==> config.mk <==
export PLATFORM = sky130hd
export DESIGN_NAME = photo_header_parser_unit
export DESIGN_NICKNAME = d
export VERILOG_FILES = /design/src/design/phd_pkg.sv /design/src/design/photo_header_parser_unit.sv /design/src/design/phd_value_conv.sv /design/src/design/phd_parser.sv
export SDC_FILE = /design/constraint.sdc
export NUM_CORES = 1
export LEC_CHECK = 0
export ABC_AREA = 1
export BUFFER_PORTS_ARGS = -buffer_cell sky130_fd_sc_hd__buf_4
export CAP_MARGIN = 20
export CORE_ASPECT_RATIO = 0.7
export CORE_UTILIZATION = 40
export DETAILED_ROUTE_END_ITERATION = 7
export PLACE_DENSITY_LB_ADDON = 0.12
export SLEW_MARGIN = 10
export SYNTH_ARGS = -nofsm -noshare
export SYNTH_HDL_FRONTEND = slang
export SYNTH_SLANG_ARGS = --single-unit
==> constraint.sdc <==
create_clock -name clk -period 6.38 [get_ports clk]
set_clock_uncertainty 0.15 [all_clocks]
set_input_delay 1.914 -clock clk [delete_from_list [all_inputs] [get_ports clk]]
set_output_delay 1.914 -clock clk [all_outputs]
set_load 0.01 [all_outputs]
==> src/design/phd_pkg.sv <==
// Shared constants, codes, result type and group tables of the photo header parser.
`default_nettype none

package phd_pkg;

    // Parameter defaults
    localparam int MAX_VALUE_BYTES_DEF = 4;
    localparam int LENGTH_BITS_DEF     = 15;

    // Parser phase codes
    localparam logic [2:0] PH_PREFIX = 3'd0;
    localparam logic [2:0] PH_LENGTH = 3'd1;
    localparam logic [2:0] PH_TYPE   = 3'd2;
    localparam logic [2:0] PH_ROW    = 3'd3;
    localparam logic [2:0] PH_COL    = 3'd4;
    localparam logic [2:0] PH_TAG    = 3'd5;
    localparam logic [2:0] PH_LEN    = 3'd6;
    localparam logic [2:0] PH_DATA   = 3'd7;

    // Value kinds
    localparam logic [1:0] KIND_BOOL = 2'd0;
    localparam logic [1:0] KIND_REAL = 2'd1;
    localparam logic [1:0] KIND_INT  = 2'd2;

    // Event codes
    localparam logic [2:0] EV_VALUE = 3'd0;
    localparam logic [2:0] EV_RESET = 3'd1;
    localparam logic [2:0] EV_DONE  = 3'd2;
    localparam logic [2:0] EV_DATA  = 3'd3;
    localparam logic [2:0] EV_ERROR = 3'd4;
    localparam logic [2:0] EV_NONE  = 3'd7;

    // Group codes
    localparam logic [2:0] GRP_NONE = 3'd7;

    // Byte values of the header syntax
    localparam logic [7:0] PREFIX_0   = 8'h23;
    localparam logic [7:0] PREFIX_1   = 8'h40;
    localparam logic [7:0] PREFIX_2   = 8'h7F;
    localparam logic [1:0] PREFIX_LEN = 2'd3;
    localparam logic [7:0] TAG_BOOL   = 8'h45;
    localparam logic [7:0] TAG_REAL   = 8'h42;
    localparam logic [7:0] TAG_INT    = 8'h40;
    localparam logic [7:0] TYPE_PHOTO = 8'h50;
    localparam logic [7:0] TYPE_START = 8'h52;
    localparam logic [7:0] ROW_BASE   = 8'h20;
    localparam logic [7:0] COL_BASE   = 8'h30;
    localparam logic [7:0] INT_SIGN   = 8'h40;
    localparam logic [7:0] INT_MAG    = 8'h3F;
    localparam logic [4:0] TABLE_MAX  = 5'd4;
    localparam logic [14:0] DLEN_MAX  = 15'h7FFF;

    // One result transaction
    typedef struct packed {
        logic               valid;
        logic [2:0]         event_res;
        logic [3:0]         field_id;
        logic signed [31:0] value;
        logic [14:0]        data_length;
    } result_t;

    function automatic logic [7:0] prefix_byte(input logic [1:0] idx);
        logic [7:0] r;
        unique case (idx)
            2'd0:    r = PREFIX_0;
            2'd1:    r = PREFIX_1;
            default: r = PREFIX_2;
        endcase
        return r;
    endfunction

    function automatic logic [7:0] kind_tag(input logic [1:0] kind);
        logic [7:0] r;
        unique case (kind)
            KIND_BOOL: r = TAG_BOOL;
            KIND_REAL: r = TAG_REAL;
            KIND_INT:  r = TAG_INT;
            default:   r = 8'h00;
        endcase
        return r;
    endfunction

    // Row/column pair to group index
    function automatic logic [2:0] group_of(input logic [2:0] row, input logic [2:0] col);
        logic [2:0] r;
        unique case ({row, col})
            {3'd0, 3'd0}: r = 3'd0;
            {3'd1, 3'd2}: r = 3'd1;
            {3'd1, 3'd3}: r = 3'd2;
            {3'd1, 3'd4}: r = 3'd3;
            {3'd2, 3'd1}: r = 3'd4;
            default:      r = GRP_NONE;
        endcase
        return r;
    endfunction

    function automatic logic [2:0] grp_count(input logic [2:0] g);
        logic [2:0] r;
        unique case (g)
            3'd0:    r = 3'd1;
            3'd3:    r = 3'd4;
            default: r = 3'd2;
        endcase
        return r;
    endfunction

    function automatic logic [1:0] grp_kind(input logic [2:0] g, input logic [1:0] item);
        logic [1:0] r;
        unique case (g)
            3'd0:    r = KIND_BOOL;
            3'd1:    r = (item < 2'd2) ? KIND_REAL : KIND_BOOL;
            3'd2:    r = (item < 2'd2) ? KIND_REAL : KIND_BOOL;
            3'd3:    r = (item < 2'd2) ? KIND_INT : KIND_REAL;
            3'd4:    r = (item < 2'd2) ? KIND_INT : KIND_BOOL;
            default: r = KIND_BOOL;
        endcase
        return r;
    endfunction

    function automatic logic [3:0] grp_field(input logic [2:0] g, input logic [1:0] item);
        logic [3:0] r;
        unique case (g)
            3'd1:    r = (item < 2'd2) ? {3'd0, item[0]} : 4'd0;
            3'd2:    r = (item < 2'd2) ? {3'd1, item[0]} : 4'd0;
            3'd3:    r = 4'd4 + {2'd0, item};
            3'd4:    r = (item < 2'd2) ? {3'd4, item[0]} : 4'd0;
            default: r = 4'd0;
        endcase
        return r;
    endfunction

endpackage

`default_nettype wire

==> src/design/photo_header_parser_unit.sv <==
// Top level of the videotex photo header parser: input register, parser, result register.
//
// Photo header parser. One byte is accepted per transaction on the byte channel and at
// most one result transaction comes out for it. The block sustains one byte per clock
// while the result side takes its results: a byte is held in the input register, and
// when it advances the parser updates its state and loads the result register from it.
// While the result register holds an untaken result, bytes that produce no result still
// pass; the input side stalls only when the input register is full and cannot advance.
// Reals come out in Q5.26, integers saturated to 32 bits. No clearing pass after reset.
`default_nettype none

module photo_header_parser_unit #(
    parameter int MAX_VALUE_BYTES = phd_pkg::MAX_VALUE_BYTES_DEF,
    parameter int LENGTH_BITS     = phd_pkg::LENGTH_BITS_DEF
) (
    input  wire logic               clk,
    input  wire logic               rst_n,
    input  wire logic               byte_valid,
    output logic                    byte_stall,
    input  wire logic [7:0]         in_byte,
    output logic                    result_valid,
    input  wire logic               result_stall,
    output logic [2:0]              event_res,
    output logic [3:0]              field_id,
    output logic signed [31:0]      value,
    output logic [14:0]             data_length
);

    logic             byte_vld_reg, byte_vld_next;
    logic [7:0]       byte_reg;
    logic             res_vld_reg, res_vld_next;
    phd_pkg::result_t res_reg;
    phd_pkg::result_t step_res;
    logic             accept;
    logic             advance;

    // Pipeline control
    assign advance    = byte_vld_reg && (!step_res.valid || !res_vld_reg || !result_stall);
    assign byte_stall = byte_vld_reg && !advance;
    assign accept     = byte_valid && !byte_stall;

    always_comb
    begin
        byte_vld_next = byte_vld_reg;
        if (accept)
        begin
            byte_vld_next = 1'b1;
        end
        else if (advance)
        begin
            byte_vld_next = 1'b0;
        end

        res_vld_next = res_vld_reg;
        if (res_vld_reg && !result_stall)
        begin
            res_vld_next = 1'b0;
        end
        if (advance && step_res.valid)
        begin
            res_vld_next = 1'b1;
        end
    end

    phd_parser #(
        .MAX_VALUE_BYTES(MAX_VALUE_BYTES),
        .LENGTH_BITS    (LENGTH_BITS)
    ) u_parser (
        .clk    (clk),
        .rst_n  (rst_n),
        .step_en(advance),
        .byte_in(byte_reg),
        .result (step_res)
    );

    // Valid flags
    always_ff @(posedge clk or negedge rst_n)
    begin
        if (!rst_n)
        begin
            byte_vld_reg <= 1'b0;
            res_vld_reg  <= 1'b0;
        end
        else
        begin
            byte_vld_reg <= byte_vld_next;
            res_vld_reg  <= res_vld_next;
        end
    end

    // Payload registers
    always_ff @(posedge clk)
    begin
        if (accept)
        begin
            byte_reg <= in_byte;
        end
        if (advance && step_res.valid)
        begin
            res_reg <= step_res;
        end
    end

    assign result_valid = res_vld_reg;
    assign event_res    = res_reg.event_res;
    assign field_id     = res_reg.field_id;
    assign value        = res_reg.value;
    assign data_length  = res_reg.data_length;

endmodule

`default_nettype wire

==> src/design/phd_value_conv.sv <==
// Conversion of an assembled 7-bit-group value to Q5.26 real or saturated int32.
`default_nettype none

module phd_value_conv #(
    parameter int MAX_VALUE_BYTES = phd_pkg::MAX_VALUE_BYTES_DEF
) (
    input  wire logic [7*MAX_VALUE_BYTES-1:0] acc,
    input  wire logic [3:0]                   len,
    input  wire logic                         neg,
    input  wire logic                         is_real,
    output logic signed [31:0]                value
);

    localparam int ACC_W = 7 * MAX_VALUE_BYTES;
    localparam int W     = (ACC_W > 32) ? ACC_W : 32;

    logic [W-1:0]        acc_w;
    logic [6:0]          nbits;
    logic [6:0]          lsh;
    logic [6:0]          rsh;
    logic                sign;
    logic [W-1:0]        sext;
    logic signed [W-1:0] sext_s;
    logic [W-1:0]        left_v;
    logic signed [W-1:0] right_v;
    logic                over;
    logic [31:0]         real_v;
    logic [31:0]         int_v;

    assign acc_w = W'(acc);
    assign nbits = 7'(len) * 7'd7;
    assign lsh   = 7'd28 - nbits;
    assign rsh   = nbits - 7'd28;

    // Sign extension from bit nbits-1
    assign sign    = |(acc_w & (W'(1) << (nbits - 7'd1)));
    assign sext    = sign ? (acc_w | ({W{1'b1}} << nbits)) : acc_w;
    assign sext_s  = $signed(sext);
    assign left_v  = sext << lsh;
    assign right_v = sext_s >>> rsh;

    // Up to 26 fraction bits shift left, otherwise floor shift right
    assign real_v = (nbits <= 7'd28) ? left_v[31:0] : right_v[31:0];

    // Sign-magnitude integer with saturation
    assign over = |acc_w[W-1:31];
    always_comb
    begin
        if (neg)
        begin
            int_v = over ? 32'h8000_0000 : (32'd0 - acc_w[31:0]);
        end
        else
        begin
            int_v = over ? 32'h7FFF_FFFF : acc_w[31:0];
        end
    end

    assign value = is_real ? $signed(real_v) : $signed(int_v);

endmodule

`default_nettype wire

==> src/design/phd_parser.sv <==
// Parser state registers and the combinational next-state and result logic.
`default_nettype none

module phd_parser #(
    parameter int MAX_VALUE_BYTES = phd_pkg::MAX_VALUE_BYTES_DEF,
    parameter int LENGTH_BITS     = phd_pkg::LENGTH_BITS_DEF
) (
    input  wire logic        clk,
    input  wire logic        rst_n,
    input  wire logic        step_en,
    input  wire logic [7:0]  byte_in,
    output phd_pkg::result_t result
);

    localparam int ACC_W = 7 * MAX_VALUE_BYTES;

    logic [2:0]             phase_reg, phase_next;
    logic [1:0]             pidx_reg, pidx_next;
    logic [LENGTH_BITS-1:0] hbl_reg, hbl_next;
    logic [2:0]             row_reg, row_next;
    logic [2:0]             item_reg, item_next;
    logic [1:0]             kind_reg, kind_next;
    logic [3:0]             vbl_reg, vbl_next;
    logic [3:0]             vlen_reg, vlen_next;
    logic [ACC_W-1:0]       acc_reg, acc_next;
    logic                   neg_reg, neg_next;

    logic [LENGTH_BITS-1:0] hbl_dec;
    logic [2:0]             grp;
    logic [2:0]             row_code;
    logic [2:0]             col_code;
    logic [2:0]             col_grp;
    logic                   sign_first;
    logic                   data_neg;
    logic [6:0]             data_bits;
    logic [ACC_W-1:0]       data_acc;
    logic [3:0]             data_vbl;
    logic signed [31:0]     conv_value;
    logic [2:0]             item_inc;
    logic [2:0]             ev;
    logic                   restart;
    logic                   end_grp;
    logic                   item_done;

    // Decode helpers
    assign hbl_dec  = hbl_reg - LENGTH_BITS'(1);
    assign grp      = (row_reg <= 3'(phd_pkg::TABLE_MAX)) ? row_reg : 3'd0;
    assign row_code = (byte_in >= phd_pkg::ROW_BASE &&
                       byte_in <= phd_pkg::ROW_BASE + 8'(phd_pkg::TABLE_MAX))
                      ? 3'(byte_in - phd_pkg::ROW_BASE) : 3'd7;
    assign col_code = (byte_in >= phd_pkg::COL_BASE &&
                       byte_in <= phd_pkg::COL_BASE + 8'(phd_pkg::TABLE_MAX))
                      ? 3'(byte_in - phd_pkg::COL_BASE) : 3'd7;
    assign col_grp  = phd_pkg::group_of(row_reg, col_code);
    assign item_inc = item_reg + 3'd1;

    // Value data byte: sign capture and accumulation
    assign sign_first = (kind_reg == phd_pkg::KIND_INT) && (vbl_reg == vlen_reg) &&
                        ((byte_in & phd_pkg::INT_SIGN) != 8'h00);
    assign data_neg   = neg_reg | sign_first;
    assign data_bits  = sign_first ? (byte_in[6:0] & phd_pkg::INT_MAG[6:0]) : byte_in[6:0];
    assign data_acc   = (acc_reg << 7) | ACC_W'(data_bits);
    assign data_vbl   = (vbl_reg != 4'd0) ? vbl_reg - 4'd1 : 4'd0;

    phd_value_conv #(
        .MAX_VALUE_BYTES(MAX_VALUE_BYTES)
    ) u_conv (
        .acc    (data_acc),
        .len    (vlen_reg),
        .neg    (data_neg),
        .is_real(kind_reg == phd_pkg::KIND_REAL),
        .value  (conv_value)
    );

    // Next state and result
    always_comb
    begin
        phase_next = phase_reg;
        pidx_next  = pidx_reg;
        hbl_next   = hbl_reg;
        row_next   = row_reg;
        item_next  = item_reg;
        kind_next  = kind_reg;
        vbl_next   = vbl_reg;
        vlen_next  = vlen_reg;
        acc_next   = acc_reg;
        neg_next   = neg_reg;
        ev         = phd_pkg::EV_NONE;
        restart    = 1'b0;
        end_grp    = 1'b0;
        item_done  = 1'b0;
        result     = '0;

        unique case (phase_reg)
            phd_pkg::PH_PREFIX:
            begin
                if (pidx_reg < phd_pkg::PREFIX_LEN &&
                    byte_in == phd_pkg::prefix_byte(pidx_reg))
                begin
                    if (pidx_reg == phd_pkg::PREFIX_LEN - 2'd1)
                    begin
                        pidx_next  = 2'd0;
                        hbl_next   = '0;
                        phase_next = phd_pkg::PH_LENGTH;
                    end
                    else
                    begin
                        pidx_next = pidx_reg + 2'd1;
                    end
                end
                else
                begin
                    pidx_next = (byte_in == phd_pkg::PREFIX_0) ? 2'd1 : 2'd0;
                end
            end
            phd_pkg::PH_LENGTH:
            begin
                hbl_next = LENGTH_BITS'({hbl_reg, byte_in[4:0]});
                if (!byte_in[5])
                begin
                    phase_next = phd_pkg::PH_TYPE;
                end
            end
            default:
            begin
                if (hbl_reg == '0)
                begin
                    restart = 1'b1;
                    ev      = phd_pkg::EV_ERROR;
                end
                else
                begin
                    hbl_next = hbl_dec;
                    unique case (phase_reg)
                        phd_pkg::PH_TYPE:
                        begin
                            if (byte_in[7:1] == phd_pkg::TYPE_PHOTO[7:1])
                            begin
                                phase_next = phd_pkg::PH_ROW;
                            end
                            else if (byte_in[7:1] == phd_pkg::TYPE_START[7:1])
                            begin
                                restart = 1'b1;
                                if (hbl_dec == '0)
                                begin
                                    ev = phd_pkg::EV_DONE;
                                end
                                else
                                begin
                                    ev = phd_pkg::EV_DATA;
                                    result.data_length =
                                        (32'(hbl_dec) > 32'(phd_pkg::DLEN_MAX))
                                        ? phd_pkg::DLEN_MAX : 15'(hbl_dec);
                                end
                            end
                            else
                            begin
                                restart = 1'b1;
                                ev      = phd_pkg::EV_ERROR;
                            end
                        end
                        phd_pkg::PH_ROW:
                        begin
                            row_next   = row_code;
                            phase_next = phd_pkg::PH_COL;
                        end
                        phd_pkg::PH_COL:
                        begin
                            if (col_grp == phd_pkg::GRP_NONE)
                            begin
                                row_next = 3'd0;
                                end_grp  = 1'b1;
                            end
                            else
                            begin
                                row_next   = col_grp;
                                item_next  = 3'd0;
                                kind_next  = phd_pkg::grp_kind(col_grp, 2'd0);
                                phase_next = phd_pkg::PH_TAG;
                            end
                        end
                        phd_pkg::PH_TAG:
                        begin
                            if (kind_reg > phd_pkg::KIND_INT ||
                                byte_in != phd_pkg::kind_tag(kind_reg))
                            begin
                                restart = 1'b1;
                                ev      = phd_pkg::EV_ERROR;
                            end
                            else
                            begin
                                phase_next = phd_pkg::PH_LEN;
                            end
                        end
                        phd_pkg::PH_LEN:
                        begin
                            if ((kind_reg == phd_pkg::KIND_BOOL) ? (byte_in != 8'd1) :
                                (byte_in == 8'd0 || byte_in > 8'(MAX_VALUE_BYTES)))
                            begin
                                restart = 1'b1;
                                ev      = phd_pkg::EV_ERROR;
                            end
                            else
                            begin
                                vlen_next  = byte_in[3:0];
                                vbl_next   = byte_in[3:0];
                                acc_next   = '0;
                                neg_next   = 1'b0;
                                phase_next = phd_pkg::PH_DATA;
                            end
                        end
                        default:
                        begin
                            // Data byte of a value
                            if (kind_reg == phd_pkg::KIND_BOOL)
                            begin
                                if (byte_in > 8'd1)
                                begin
                                    restart = 1'b1;
                                    ev      = phd_pkg::EV_ERROR;
                                end
                                else
                                begin
                                    if (byte_in == 8'd1)
                                    begin
                                        ev = phd_pkg::EV_RESET;
                                    end
                                    vbl_next  = 4'd0;
                                    item_done = 1'b1;
                                end
                            end
                            else
                            begin
                                neg_next = data_neg;
                                acc_next = data_acc;
                                vbl_next = data_vbl;
                                if (data_vbl == 4'd0)
                                begin
                                    ev              = phd_pkg::EV_VALUE;
                                    result.field_id = phd_pkg::grp_field(grp, item_reg[1:0]);
                                    result.value    = conv_value;
                                    item_done       = 1'b1;
                                end
                            end
                            if (item_done)
                            begin
                                item_next = item_inc;
                                if (item_inc >= phd_pkg::grp_count(grp))
                                begin
                                    end_grp = 1'b1;
                                end
                                else
                                begin
                                    kind_next  = phd_pkg::grp_kind(grp, item_inc[1:0]);
                                    phase_next = phd_pkg::PH_TAG;
                                end
                            end
                        end
                    endcase
                end
            end
        endcase

        // Group close: header end returns to the prefix search, otherwise a row byte follows
        if (end_grp)
        begin
            if (hbl_dec == '0)
            begin
                restart = 1'b1;
                if (ev == phd_pkg::EV_NONE)
                begin
                    ev = phd_pkg::EV_DONE;
                end
            end
            else
            begin
                phase_next = phd_pkg::PH_ROW;
            end
        end

        if (restart)
        begin
            phase_next = phd_pkg::PH_PREFIX;
            pidx_next  = 2'd0;
            hbl_next   = '0;
            row_next   = 3'd0;
            item_next  = 3'd0;
            kind_next  = phd_pkg::KIND_BOOL;
            vbl_next   = 4'd0;
            vlen_next  = 4'd0;
            acc_next   = '0;
            neg_next   = 1'b0;
        end

        result.valid     = (ev != phd_pkg::EV_NONE);
        result.event_res = result.valid ? ev : 3'd0;
    end

    // State registers
    always_ff @(posedge clk or negedge rst_n)
    begin
        if (!rst_n)
        begin
            phase_reg <= phd_pkg::PH_PREFIX;
            pidx_reg  <= 2'd0;
            hbl_reg   <= '0;
            row_reg   <= 3'd0;
            item_reg  <= 3'd0;
            kind_reg  <= phd_pkg::KIND_BOOL;
            vbl_reg   <= 4'd0;
            vlen_reg  <= 4'd0;
            acc_reg   <= '0;
            neg_reg   <= 1'b0;
        end
        else if (step_en)
        begin
            phase_reg <= phase_next;
            pidx_reg  <= pidx_next;
            hbl_reg   <= hbl_next;
            row_reg   <= row_next;
            item_reg  <= item_next;
            kind_reg  <= kind_next;
            vbl_reg   <= vbl_next;
            vlen_reg  <= vlen_next;
            acc_reg   <= acc_next;
            neg_reg   <= neg_next;
        end
    end

endmodule

`default_nettype wire
==> impl_results.md <==
* Status: completed
* Mapped Cells at 2018
* First-pass GRT wire length at 76300 um
* Antenna Violating Nets Remaining at 0
* Row Count at 53
* CTS max path bufs at 2
* CP max-delay cell: fa_2
* Crit path launch: u_parser.vlen_reg[1]
* Final TNS setup at 0 ps
* Cell mode on critical path: nand2_1
* Met2 wire length at 18000 um
* Setup slack, reg-to-reg at 320 ps
* Drt pass-1 iters at 6
* CP Capture Type: register
* Met1 WL at 24400 um
* Number of global-route vias before repair at 12.8k
* Placer Congestion at 1.04
* Hold-fix buffers, CTS at 0
* Seq/Total Area, Yosys at 0.269
* Critical path's top delay family: simple AND/OR/NAND/NOR gates
* CTS Buf Count at 17
* Hold Path Class: reg -> reg
* Core area at 30400 um2
* FF-to-FF End: value[10]
* Dpl hpwl at 38700 um
* Mapped cell area at 12500 um2
* DR WL met3 at 6750 um
* Clock Root Buffer: clkbuf_16
* PortBufs at 67
* Largest net degree at the start of global routing at 62
* Main synth FF type: edfxtp_1
* Synthesis-stage register bit count at 122
* Initial antenna violation count at 0
* Final Hold Vio Count at 0
* Post-synth EDFFs at 62
* Final worst setup slack at 317 ps
* F_max at 165 MHz
* CP Class: reg -> reg
* Vias/cell at 5.92
* Hold EP: u_parser.item_reg[2]
* Finished Cell Area at 13900 um2
* Max-cap violations at 0
* Final Slew Violations at 0
* Net Count, Synth at 2055
* Clk Latency, worst-skew pair at 430 ps
* WP buf/inv at 2
* Share of cells above drive strength 1 at 0.0880
* Yosys Warn Count at 0
* DR DRC count at 0
* Total number of vias at 14.5k
* Post-synth ARST share at 0.492
* Die height at 150 um
* Layout Area Growth over Synthesis at 10.9%
* WL/cell at 20.4 um
* Final Critical Period at 6060 ps
* Dpl cell area at 13300 um2
* Clock sink count at 122
* Worst EP arrival at 6180 ps
* ANT cells at 0
* Die Width at 213 um
* CP startpoint kind: register
* Die area at 32000 um2
* Worst slew pin tran at 1000 ps
* Initial DRC Count at 2335
* Syn_area_per_cell at 6.21 um2
* Dpl ws at 513 ps
* Postcts setup bufs at 0
* Htree depth at 4
* Starting density of the core at 0.412
* Drt total wl at 49900 um
* # setup viols final at 0
* Largest register FFs at 32
* Hold Crit Start: u_parser.item_reg[2]
* Post-synthesis cell type count at 60
* CP peak stage delay at 640 ps
* CP max FO at 23
* Max layer used: met4
* Tot GR Track Use at 0.315
* Slew margin rel. at 0.330
* RSZ-0062 raised after global routing: no
* Required @ worst endpoint at 6500 ps
* R2R depth at 29
* Worst hold path depth at 2
* Worst-path clk slew at 60 ps
* Total gr overflow at 0
* CTS tree: built
* Tcrit/Tclk final at 0.950
* Final nets at 2058
* IO Pins at 68
* Worst r2r src: u_parser.vlen_reg[1]
-- area by class of cell --
cell class                      instances  area (um2)
Timing Repair Buffer                  103         773
Clock buffer                           17         425
Multi-Input combinational cell       1588        7980
Sequential cell                       122        3360
Clock inverter                         15         128
Inverter                              189         709
Fill cell                            3276       16500
Tap cell                              412         515
-- metal layers --
metal  vias up  GRT usage
li1       6895          -
met1      6689      0.510
met2       846      0.388
met3        55     0.0963
met4         0     0.0682
met5         -          0
-- metrics by stage --
stage	cells	util	hold slack, ps
6_report	2446	0.457	370
5_1_grt	2446	0.457	392
4_1_cts	2446	0.457	365
3_5_place_dp	2414	0.439	351
3_3_place_gp	2414	0.439	347
2_1_floorplan	2018	-	322
-- tightest hold or removal path: cells and delay by family (launching register included) --
kind               cells  cell delay, ps
DFF                    1             360
AOI/OAI and AO/OA      1              70
and+or+nand+nor        1              50
-- how the worst max path moves through the flow --
stage | slack [ps] | cells past startpoint | endpoint
final | 320 | 29 | value[10]
after detailed placement | 510 | 29 | value[10]
after global placement | 610 | 34 | value[20]
after floorplan | 1240 | 33 | value[8]
after CTS | 460 | 18 | byte_stall
after global routing | 7 | 33 | value[20]
-- synth_stat cells, drive strengths merged (33+ instances only) --
library cell / number / area, um2
o21ai: 157 / 790
a21oi: 106 / 546
inv: 182 / 683
nor2: 194 / 788
nand4: 33 / 206
xor2: 34 / 298
nand2: 445 / 1690
nand3: 440 / 2210
dfrtp: 60 / 1500
nor3: 35 / 190
edfxtp: 62 / 1860
clkbuf: 67 / 251
buf: 52 / 251
-- placed cells by master (no fill, tap or decap), drive strengths merged, types with 33 or more instances in the layout --
master / Yosys / routed
a21oi: 106 / 106
nand4: 33 / 33
nand2: 445 / 445
xor2: 34 / 34
nor3: 35 / 35
o21ai: 157 / 157
edfxtp: 62 / 62
dfrtp: 60 / 60
nand3: 440 / 440
buf: 52 / 103
nor2: 194 / 194
inv: 182 / 184
-- cells by family after synthesis --
family	Yosys count	synth area share
buf+inv	308	0.0968
simple gates	1178	0.424
mux	1	0.000799
compound gates	348	0.158
fa+ha+maj	25	0.0274
flops	122	0.269
xor+xnor	36	0.0252
-- timing repair --
action                                 in CTS  in global routing
endpoints found under the hold margin       0                  0
setup endpoints to repair                   0                 10
gates resized for setup                     0                  4
Power is left out: the tool's default activity adds up to more than one toggle a clock period on the data nets, which glitch-free logic cannot reach.
